### src/rtl/lsb_stego_frame_decoder_assert.svh
// Assertion macros shared by the frame decoder RTL.
`ifndef LSB_STEGO_FRAME_DECODER_ASSERT_SVH
`define LSB_STEGO_FRAME_DECODER_ASSERT_SVH

// Same-cycle implication, checked out of reset.
`define LSBSD_ASSERT_NOW(label, clk, rst_n, ante, cons, msg) \
	label: assert property (@(posedge clk) disable iff (!(rst_n)) (ante) |-> (cons)) \
		else $error(msg);

// Next-cycle implication, checked out of reset.
`define LSBSD_ASSERT_NEXT(label, clk, rst_n, ante, cons, msg) \
	label: assert property (@(posedge clk) disable iff (!(rst_n)) (ante) |=> (cons)) \
		else $error(msg);

`endif

### src/rtl/lsbsd_pkg.sv
`default_nettype none
package lsbsd_pkg;

	localparam int unsigned VALUE_W = 32;
	localparam int unsigned KIND_W  = 3;
	localparam int unsigned CFG_IDX_W = 2;
	localparam int unsigned CFG_DATA_W = 64;

	// Result kinds
	localparam logic [KIND_W-1:0] KIND_EXT_LEN  = 3'd0;
	localparam logic [KIND_W-1:0] KIND_EXT_CHAR = 3'd1;
	localparam logic [KIND_W-1:0] KIND_PAY_LEN  = 3'd2;
	localparam logic [KIND_W-1:0] KIND_PAY_BYTE = 3'd3;
	localparam logic [KIND_W-1:0] KIND_ERROR    = 3'd4;

	// Configuration register indexes
	localparam logic [CFG_IDX_W-1:0] CFG_MAGIC_WORD   = 2'd0;
	localparam logic [CFG_IDX_W-1:0] CFG_MAGIC_LENGTH = 2'd1;
	localparam logic [CFG_IDX_W-1:0] CFG_HEADER_SKIP  = 2'd2;

	// Configuration reset values
	localparam logic [63:0] MAGIC_WORD_RST   = 64'h232A;
	localparam logic [3:0]  MAGIC_LENGTH_RST = 4'd2;
	localparam logic [15:0] HEADER_SKIP_RST  = 16'd54;

	typedef struct packed {
		logic                valid;
		logic [VALUE_W-1:0]  value;
		logic [KIND_W-1:0]   kind;
		logic                last;
	} lsbsd_res_t;

	typedef struct packed {
		logic [63:0] magic_word;
		logic [3:0]  magic_length;
		logic [15:0] header_skip;
	} lsbsd_cfg_t;

endpackage
`default_nettype wire

### src/rtl/lsbsd_core.sv
`default_nettype none
module lsbsd_core #(
	parameter int unsigned MAX_MAGIC_CHARS = 8
) (
	input  wire logic               clk,
	input  wire logic               arst_n,
	input  wire logic               step,
	input  wire logic               data_bit,
	input  wire logic               start,
	input  wire lsbsd_pkg::lsbsd_cfg_t cfg,
	output lsbsd_pkg::lsbsd_res_t   res
);
	import lsbsd_pkg::*;
	`include "lsb_stego_frame_decoder_assert.svh"

	localparam logic [3:0] MaxLen = 4'(MAX_MAGIC_CHARS);

	typedef enum logic [2:0] {
		PH_SKIP,
		PH_MAGIC,
		PH_EXT_LEN,
		PH_EXT_CHARS,
		PH_PAY_LEN,
		PH_PAY,
		PH_IDLE
	} phase_t;

	phase_t      phase_q, phase_d;
	logic [15:0] skip_cnt_q, skip_cnt_d;
	logic [4:0]  bit_cnt_q, bit_cnt_d;
	logic [31:0] shift_q, shift_d;
	logic [31:0] remain_q, remain_d;
	logic [3:0]  magic_idx_q, magic_idx_d;

	always_comb begin
		phase_t      ph;
		logic [15:0] skp;
		logic [4:0]  bcnt;
		logic [31:0] shf;
		logic [31:0] rem;
		logic [3:0]  midx;
		logic [3:0]  len_eff;
		logic [3:0]  idx;
		logic [3:0]  sel;
		logic [7:0]  expect_byte;
		logic [31:0] sh_new;
		logic        done8;
		logic        done32;
		logic [31:0] rem_dec;

		ph   = start ? PH_SKIP : phase_q;
		skp  = start ? '0 : skip_cnt_q;
		bcnt = start ? '0 : bit_cnt_q;
		shf  = start ? '0 : shift_q;
		rem  = start ? '0 : remain_q;
		midx = start ? '0 : magic_idx_q;

		len_eff = (cfg.magic_length > MaxLen) ? MaxLen : cfg.magic_length;
		idx = (midx < len_eff) ? midx : 4'(len_eff - 4'd1);
		sel = 4'(len_eff - 4'd1 - idx);
		expect_byte = 8'(cfg.magic_word >> {sel[2:0], 3'b000});

		sh_new  = {shf[30:0], data_bit};
		done8   = (bcnt >= 5'd7);
		done32  = (bcnt >= 5'd31);
		rem_dec = rem - 32'd1;

		res = '0;

		// Header skip; fall through to the magic check once done
		if (ph == PH_SKIP) begin
			if (skp < cfg.header_skip) begin
				skp = skp + 16'd1;
			end else begin
				ph = PH_MAGIC;
				midx = '0;
			end
		end
		if (ph == PH_MAGIC && len_eff == 4'd0) begin
			ph = PH_EXT_LEN;
		end

		if (!(phase_q == PH_SKIP && !start && skp != skip_cnt_q) &&
		    !(start && ph == PH_SKIP)) begin
			case (ph)
				PH_MAGIC: begin
					if (done8) begin
						bcnt = '0;
						shf = '0;
						if (sh_new[7:0] != expect_byte) begin
							ph = PH_IDLE;
							res = '{valid: 1'b1, value: '0, kind: KIND_ERROR, last: 1'b1};
						end else begin
							midx = 4'(idx + 4'd1);
							if (midx >= len_eff) ph = PH_EXT_LEN;
						end
					end else begin
						bcnt = 5'(bcnt + 5'd1);
						shf = sh_new;
					end
				end
				PH_EXT_LEN, PH_PAY_LEN: begin
					if (done32) begin
						bcnt = '0;
						shf = '0;
						rem = sh_new;
						res.valid = 1'b1;
						res.value = sh_new;
						if (ph == PH_EXT_LEN) begin
							res.kind = KIND_EXT_LEN;
							ph = (sh_new != '0) ? PH_EXT_CHARS : PH_PAY_LEN;
						end else begin
							res.kind = KIND_PAY_LEN;
							res.last = (sh_new == '0);
							ph = (sh_new != '0) ? PH_PAY : PH_IDLE;
						end
					end else begin
						bcnt = 5'(bcnt + 5'd1);
						shf = sh_new;
					end
				end
				PH_EXT_CHARS, PH_PAY: begin
					if (done8) begin
						bcnt = '0;
						shf = '0;
						rem = rem_dec;
						res.valid = 1'b1;
						res.value = {24'd0, sh_new[7:0]};
						if (ph == PH_EXT_CHARS) begin
							res.kind = KIND_EXT_CHAR;
							if (rem_dec == '0) ph = PH_PAY_LEN;
						end else begin
							res.kind = KIND_PAY_BYTE;
							if (rem_dec == '0) begin
								ph = PH_IDLE;
								res.last = 1'b1;
							end
						end
					end else begin
						bcnt = 5'(bcnt + 5'd1);
						shf = sh_new;
					end
				end
				default: begin
				end
			endcase
		end

		phase_d     = ph;
		skip_cnt_d  = skp;
		bit_cnt_d   = bcnt;
		shift_d     = shf;
		remain_d    = rem;
		magic_idx_d = midx;
	end

	always_ff @(posedge clk or negedge arst_n) begin
		if (!arst_n) begin
			phase_q     <= PH_SKIP;
			skip_cnt_q  <= '0;
			bit_cnt_q   <= '0;
			shift_q     <= '0;
			remain_q    <= '0;
			magic_idx_q <= '0;
		end else if (step) begin
			phase_q     <= phase_d;
			skip_cnt_q  <= skip_cnt_d;
			bit_cnt_q   <= bit_cnt_d;
			shift_q     <= shift_d;
			remain_q    <= remain_d;
			magic_idx_q <= magic_idx_d;
		end
	end

	`LSBSD_ASSERT_NEXT(a_idle_holds, clk, arst_n, phase_q == PH_IDLE && !(step && start), phase_q == PH_IDLE, "idle left without start")
	`LSBSD_ASSERT_NOW(a_byte_count, clk, arst_n, phase_q == PH_MAGIC || phase_q == PH_EXT_CHARS || phase_q == PH_PAY, bit_cnt_q < 5'd8, "bit count past a byte")
	`LSBSD_ASSERT_NOW(a_no_result_idle, clk, arst_n, phase_q == PH_IDLE && !start, !res.valid, "result while idle")

endmodule
`default_nettype wire

### src/rtl/lsb_stego_frame_decoder.sv
// Channel   Direction  Handshake              Payload
// -------   ---------  ---------------------  -----------------------------
// input     in         in_valid / in_ready    image_byte, start_req
// result    out        out_valid / out_ready  out_value, kind, last
// config    in         cfg_valid / cfg_ready  cfg_index, cfg_data
//
// One carrier byte per cycle while no result is held: a transfer lands in the
// input register, is decoded once the output register can take its result,
// and that result (if any) sits in the output register, which drives out_valid.
// arst_n clears the frame state and both valid flags and resets the configuration.
// A held result stalls the input register only; in_ready stays high whenever
// the output register is empty or being drained. cfg_ready is always high.
`default_nettype none
module lsb_stego_frame_decoder #(
	parameter int unsigned MAX_MAGIC_CHARS = 8
) (
	input  wire logic                             clk,
	input  wire logic                             arst_n,
	input  wire logic                             in_valid,
	output logic                                  in_ready,
	input  wire logic [7:0]                       image_byte,
	input  wire logic                             start_req,
	output logic                                  out_valid,
	input  wire logic                             out_ready,
	output logic [lsbsd_pkg::VALUE_W-1:0]         out_value,
	output logic [lsbsd_pkg::KIND_W-1:0]          kind,
	output logic                                  last,
	input  wire logic                             cfg_valid,
	output logic                                  cfg_ready,
	input  wire logic [lsbsd_pkg::CFG_IDX_W-1:0]  cfg_index,
	input  wire logic [lsbsd_pkg::CFG_DATA_W-1:0] cfg_data
);
	import lsbsd_pkg::*;
	`include "lsb_stego_frame_decoder_assert.svh"

	lsbsd_cfg_t cfg_q;
	lsbsd_res_t res;

	logic valid_s1;
	logic bit_s1;
	logic start_s1;
	logic advance;
	logic step;

	logic              out_valid_q;
	logic [VALUE_W-1:0] out_value_q;
	logic [KIND_W-1:0]  kind_q;
	logic              last_q;

	// Configuration: always accepted; the block is idle whenever it is written is a rule for the user, not enforced here.
	assign cfg_ready = 1'b1;

	always_ff @(posedge clk or negedge arst_n) begin
		if (!arst_n) begin
			cfg_q.magic_word   <= MAGIC_WORD_RST;
			cfg_q.magic_length <= MAGIC_LENGTH_RST;
			cfg_q.header_skip  <= HEADER_SKIP_RST;
		end else if (cfg_valid && cfg_ready) begin
			case (cfg_index)
				CFG_MAGIC_WORD:   cfg_q.magic_word   <= cfg_data;
				CFG_MAGIC_LENGTH: cfg_q.magic_length <= cfg_data[3:0];
				CFG_HEADER_SKIP:  cfg_q.header_skip  <= cfg_data[15:0];
				default: begin
				end
			endcase
		end
	end

	// Decode the staged byte when the output register can take its result.
	assign advance  = !out_valid_q || out_ready;
	assign step     = valid_s1 && advance;
	assign in_ready = !valid_s1 || advance;

	// Input register: only bit 0 of the carrier byte carries data.
	always_ff @(posedge clk or negedge arst_n) begin
		if (!arst_n) begin
			valid_s1 <= 1'b0;
		end else if (in_ready) begin
			valid_s1 <= in_valid;
		end
	end

	always_ff @(posedge clk) begin
		if (in_valid && in_ready) begin
			bit_s1   <= image_byte[0];
			start_s1 <= start_req;
		end
	end

	lsbsd_core #(
		.MAX_MAGIC_CHARS(MAX_MAGIC_CHARS)
	) u_core (
		.clk     (clk),
		.arst_n  (arst_n),
		.step    (step),
		.data_bit(bit_s1),
		.start   (start_s1),
		.cfg     (cfg_q),
		.res     (res)
	);

	// Output register: load on a decode step, drop on a result transfer.
	always_ff @(posedge clk or negedge arst_n) begin
		if (!arst_n) begin
			out_valid_q <= 1'b0;
		end else if (step) begin
			out_valid_q <= res.valid;
		end else if (out_ready) begin
			out_valid_q <= 1'b0;
		end
	end

	always_ff @(posedge clk) begin
		if (step && res.valid) begin
			out_value_q <= res.value;
			kind_q      <= res.kind;
			last_q      <= res.last;
		end
	end

	assign out_valid = out_valid_q;
	assign out_value = out_value_q;
	assign kind      = kind_q;
	assign last      = last_q;

	`LSBSD_ASSERT_NOW(a_err_form, clk, arst_n, out_valid && kind == KIND_ERROR, last && out_value == '0, "malformed error result")
	`LSBSD_ASSERT_NOW(a_len_last, clk, arst_n, out_valid && kind == KIND_PAY_LEN && last, out_value == '0, "last on nonzero payload length")
	`LSBSD_ASSERT_NOW(a_stall_cause, clk, arst_n, !in_ready, valid_s1 && out_valid_q && !out_ready, "input stalled without a held result")

endmodule
`default_nettype wire
### config.mk
export PLATFORM = sky130hd
export DESIGN_NAME = lsb_stego_frame_decoder
export DESIGN_NICKNAME = d
export VERILOG_FILES = /design/src/rtl/lsbsd_pkg.sv /design/src/rtl/lsbsd_core.sv /design/src/rtl/lsb_stego_frame_decoder.sv
export VERILOG_INCLUDE_DIRS = /design/src /design/src/rtl
export SDC_FILE = /design/constraint.sdc
export NUM_CORES = 1
export LEC_CHECK = 0
export BUFFER_PORTS_ARGS = -buffer_cell sky130_fd_sc_hd__buf_2
export CAP_MARGIN = 25
export CORE_ASPECT_RATIO = 1.25
export CORE_MARGIN = 5
export CORE_UTILIZATION = 50
export CTS_CLUSTER_DIAMETER = 60
export CTS_CLUSTER_SIZE = 8
export DETAILED_ROUTE_END_ITERATION = 6
export PLACE_DENSITY = 0.76
export SLEW_MARGIN = 20
export SYNTH_ARGS = -nofsm -noshare
export SYNTH_HDL_FRONTEND = slang
export SYNTH_HIERARCHICAL = 1
export SYNTH_SLANG_ARGS = --single-unit
### constraint.sdc
create_clock -name clk -period 10.8 [get_ports clk]
set_input_delay 2.7 -clock clk [delete_from_list [all_inputs] [get_ports clk]]
set_output_delay 2.7 -clock clk [all_outputs]
set_load 0.02 [all_outputs]
==> metrics.yaml <==
cts_max_level: 1
grt_usage: 0.229
cap_violations: 0
start_util: 0.508
ff_latch_area_um2: 5580
drive_gt1_frac: 0.238
cts_resized: 0
post-route-drc-count: 0
maxSlewHeadroom: 0.287
num_vias: 9620
cp.arrival_ps: 6760
gp_congestion: 0.975
dp_cells: 1526
ctsRootBufferMaster: "clkbuf_16"
yosys_warnings: 6
antenna_found_initial: 0
routedWlPerCell_um: 19.7
cts_tree: "yes"
first_pass_iters: 5
fin_crit_ps: 6460
synthCells: 1152
p_sw_frac: 0.295
synthTopCellsByArea: "dfrtp_1 34%, edfxtp_1 9.5%, mux2_2 7.6%"
start_kind: "register"
power.density_nw_per_um2: 175
drt_wl_total_um: 31200
p_leak_nw: 5.94
clockPowerShare: 0.368
vias_per_cell: 6.08
synthFlopType: "dfrtp_1"
core_um2: 23700
drtAntennaViolNets: 0
max_freq_mhz: 155
diodes: 0
yosysUniqueCellTypes: 79
pwr-share-comb: 0.227
layout.nets: 1344
dpl.hpwl_um: 21700
yosysTopAreaCell: "dfrtp_1"
critical-path-max-stage-delay_ps: 1000
status: "finished, final reports clean"
seqPwrFrac: 0.405
synth_most_common_cell: "dfrtp_1"
die_height_um: 184
endpoint_kind: "register"
port_buffers: 110
ir_worst_vdd_mv: 0.137
cp.required_ps: 11110
clk_path_buf_depth: 3
ioPinCount: 119
p_int_mw: 1.69
finalHoldViolCount: 0
crit_chain: "buf_4, buf_4, nand2b_1, a221oi_1, nor2_1, a31oi_1, inv_1, ha_2, inv_1, fa_1, mux4_2, or4b_2, a311oi_1, nand3b_1, a211oi_1, o21ai_0, nand2_1, nor2b_4, buf_16"
num_rows: 63
rsz0062_at_grt: "no"
yosysSeqAreaShare: 0.463
cts_sinks: 215
multiInputGateArea_um2: 6010
dieArea_um2: 27300
slew_violations: 0
fillerInstances: 1957
synth_common_cells: "166 x dfrtp_1, 81 x mux2_2, 76 x nor2_1"
path_clk_slew_ps: 50
grt-ovfl-total: 0
syn_area_um2: 12100
grt_max_degree: 66
crit_fanout: 56
clock_latency_ps: 560
cts-buffers-inserted: 31
syn-num-nets: 1261
post_cts_buffers: 0
post-route-period-util: 0.598
avgSynthCellArea_um2: 10.5
die_w_um: 149
power_switching_uw: 708
finClkSkew_ps: 15.5
fin_cells: 1582
grt_pass1_wl_um: 50900
synth_seq_cells: 215
worst_path_max_delay_cell: "fa_1"
areaGrowthSynthToFinish_pct: 13.9
async_flop_share: 0.823
tns_ps: 0
crit_type: "register to register"
hold_path_class: "register to register"
finalSetupViolCount: 0
r2r_slack_ps: 4340
cts_hold_buf: 0
synth_edf_count: 38
drt_iter0_drc: 703
tightest_slew_ps: 1070
grt_pass1_vias: 9624
synth.top_cell.area_share: 0.344
-- stage by stage --
stage | worst slack, ps | cell area (µm²) | hold WS (ps) | util | power, mW
2_1_floorplan | 3260 | 12100 | 452 | - | 1.36
3_3_place_gp | 4440 | 12800 | 465 | 0.540 | 1.50
3_5_place_dp | 4360 | 12800 | 474 | 0.540 | 1.52
4_1_cts | 4340 | 13700 | 485 | 0.578 | 2.41
5_1_grt | 3810 | 13700 | 498 | 0.579 | 2.51
6_report | 4340 | 13700 | 483 | 0.579 | 2.40
-- area by class of cell --
type,instances,share of cell area
timing repair buffer,128,0.0516
tap,325,0.0296
inverter,38,0.0104
clock inverter,3,0.00237
clock buffer,52,0.0622
multi-input combinational,821,0.437
sequential,215,0.406
-- registers in the layout (all words and copies together) (netlist names), 3 cells and up --
name,flops
u_core/bit_cnt_q,5
u_core/magic_idx_q,4
u_core/shift_q,31
u_core/skip_cnt_q,16
out_value,32
kind,3
u_core/remain_q,32
u_core/phase_q,3
cfg_q,84
-- layer usage --
layer / track usage / share of wire / vias to the layer above
met5: 0 / 0 / -
met4: 0.0974 / 0.048 / 0
met3: 0.0308 / 0.063 / 101
met2: 0.386 / 0.49 / 401
met1: 0.297 / 0.40 / 4664
li1: - / - / 4454
-- worst paths after layout --
path | start | endpoint | cells after the start
max | start_s1$_DFFE_PP_ | out_value[9]$_DFFE_PP_ | 19
min | cfg_q[76]$_DFFE_PN0P_ | cfg_q[76]$_DFFE_PN0P_ | 1
max reg2reg | start_s1$_DFFE_PP_ | out_value[9]$_DFFE_PP_ | 19
min reg2reg | cfg_q[76]$_DFFE_PN0P_ | cfg_q[76]$_DFFE_PN0P_ | 1
max in group asynchronous | arst_n | u_core/shift_q[14]$_DFFE_PN0P_ | 2
min in group asynchronous | arst_n | cfg_q[12]$_DFFE_PN0P_ | 1
-- kinds of logic after synthesis --
logic type,share of synthesized area
AND/OR/NAND/NOR,0.163
adder cells (fa/ha/maj),0.0307
XOR/XNOR,0.0182
multiplexers,0.120
flip-flops,0.463
other,0.000311
buffers and inverters,0.0434
AO/OA/AOI/OAI,0.162
-- power by group through the flow --
stage          clock network, mW  logic, mW  registers, mW
6_report                   0.883      0.543          0.971
5_1_grt                    0.937      0.596          0.981
4_1_cts                    0.903      0.540          0.970
3_5_place_dp                   0      0.537          0.982
3_3_place_gp                   0      0.520          0.976
2_1_floorplan                  0      0.416          0.948
-- cell usage in the layout (no fill, tap or decap), types with 7 or more instances in the layout --
cell | synthesis | final
buf_2 | 2 | 110
nand2b_1 | 12 | 12
nor3_1 | 36 | 33
nand3_1 | 16 | 16
clkbuf_1 | 55 | 21
buf_4 | 2 | 16
and2_1 | 36 | 36
xor2_1 | 8 | 8
and3_1 | 9 | 9
dfrtp_1 | 166 | 166
nor4_1 | 19 | 19
a21oi_1 | 46 | 46
dfstp_2 | 11 | 11
clkbuf_16 | 0 | 31
a22o_1 | 45 | 45
nand4_1 | 11 | 11
nor2b_1 | 29 | 28
or2_2 | 7 | 7
mux4_2 | 18 | 18
nand2_1 | 74 | 74
a31oi_1 | 17 | 17
o2bb2ai_1 | 9 | 9
o31ai_1 | 13 | 12
or3_1 | 8 | 8
inv_1 | 38 | 38
mux2i_1 | 7 | 7
o21ai_0 | 69 | 69
o22ai_1 | 8 | 8
edfxtp_1 | 38 | 38
mux2_2 | 81 | 81
nor2_1 | 76 | 75
xnor2_1 | 17 | 17
or4_1 | 7 | 7
ha_1 | 28 | 27
a211oi_1 | 8 | 7
-- critical path, delay by kind of cell (launching register included) --
| family | cells | cell delay, ps |
|---|---|---|
| AND/OR/NAND/NOR | 6 | 1680 |
| AO/OA/AOI/OAI | 5 | 1240 |
| multiplexers | 1 | 470 |
| adder cells (fa/ha/maj) | 2 | 1160 |
| flip-flops | 1 | 330 |
| buffers and inverters | 5 | 1300 |
Power figures use the tool's default switching activity.
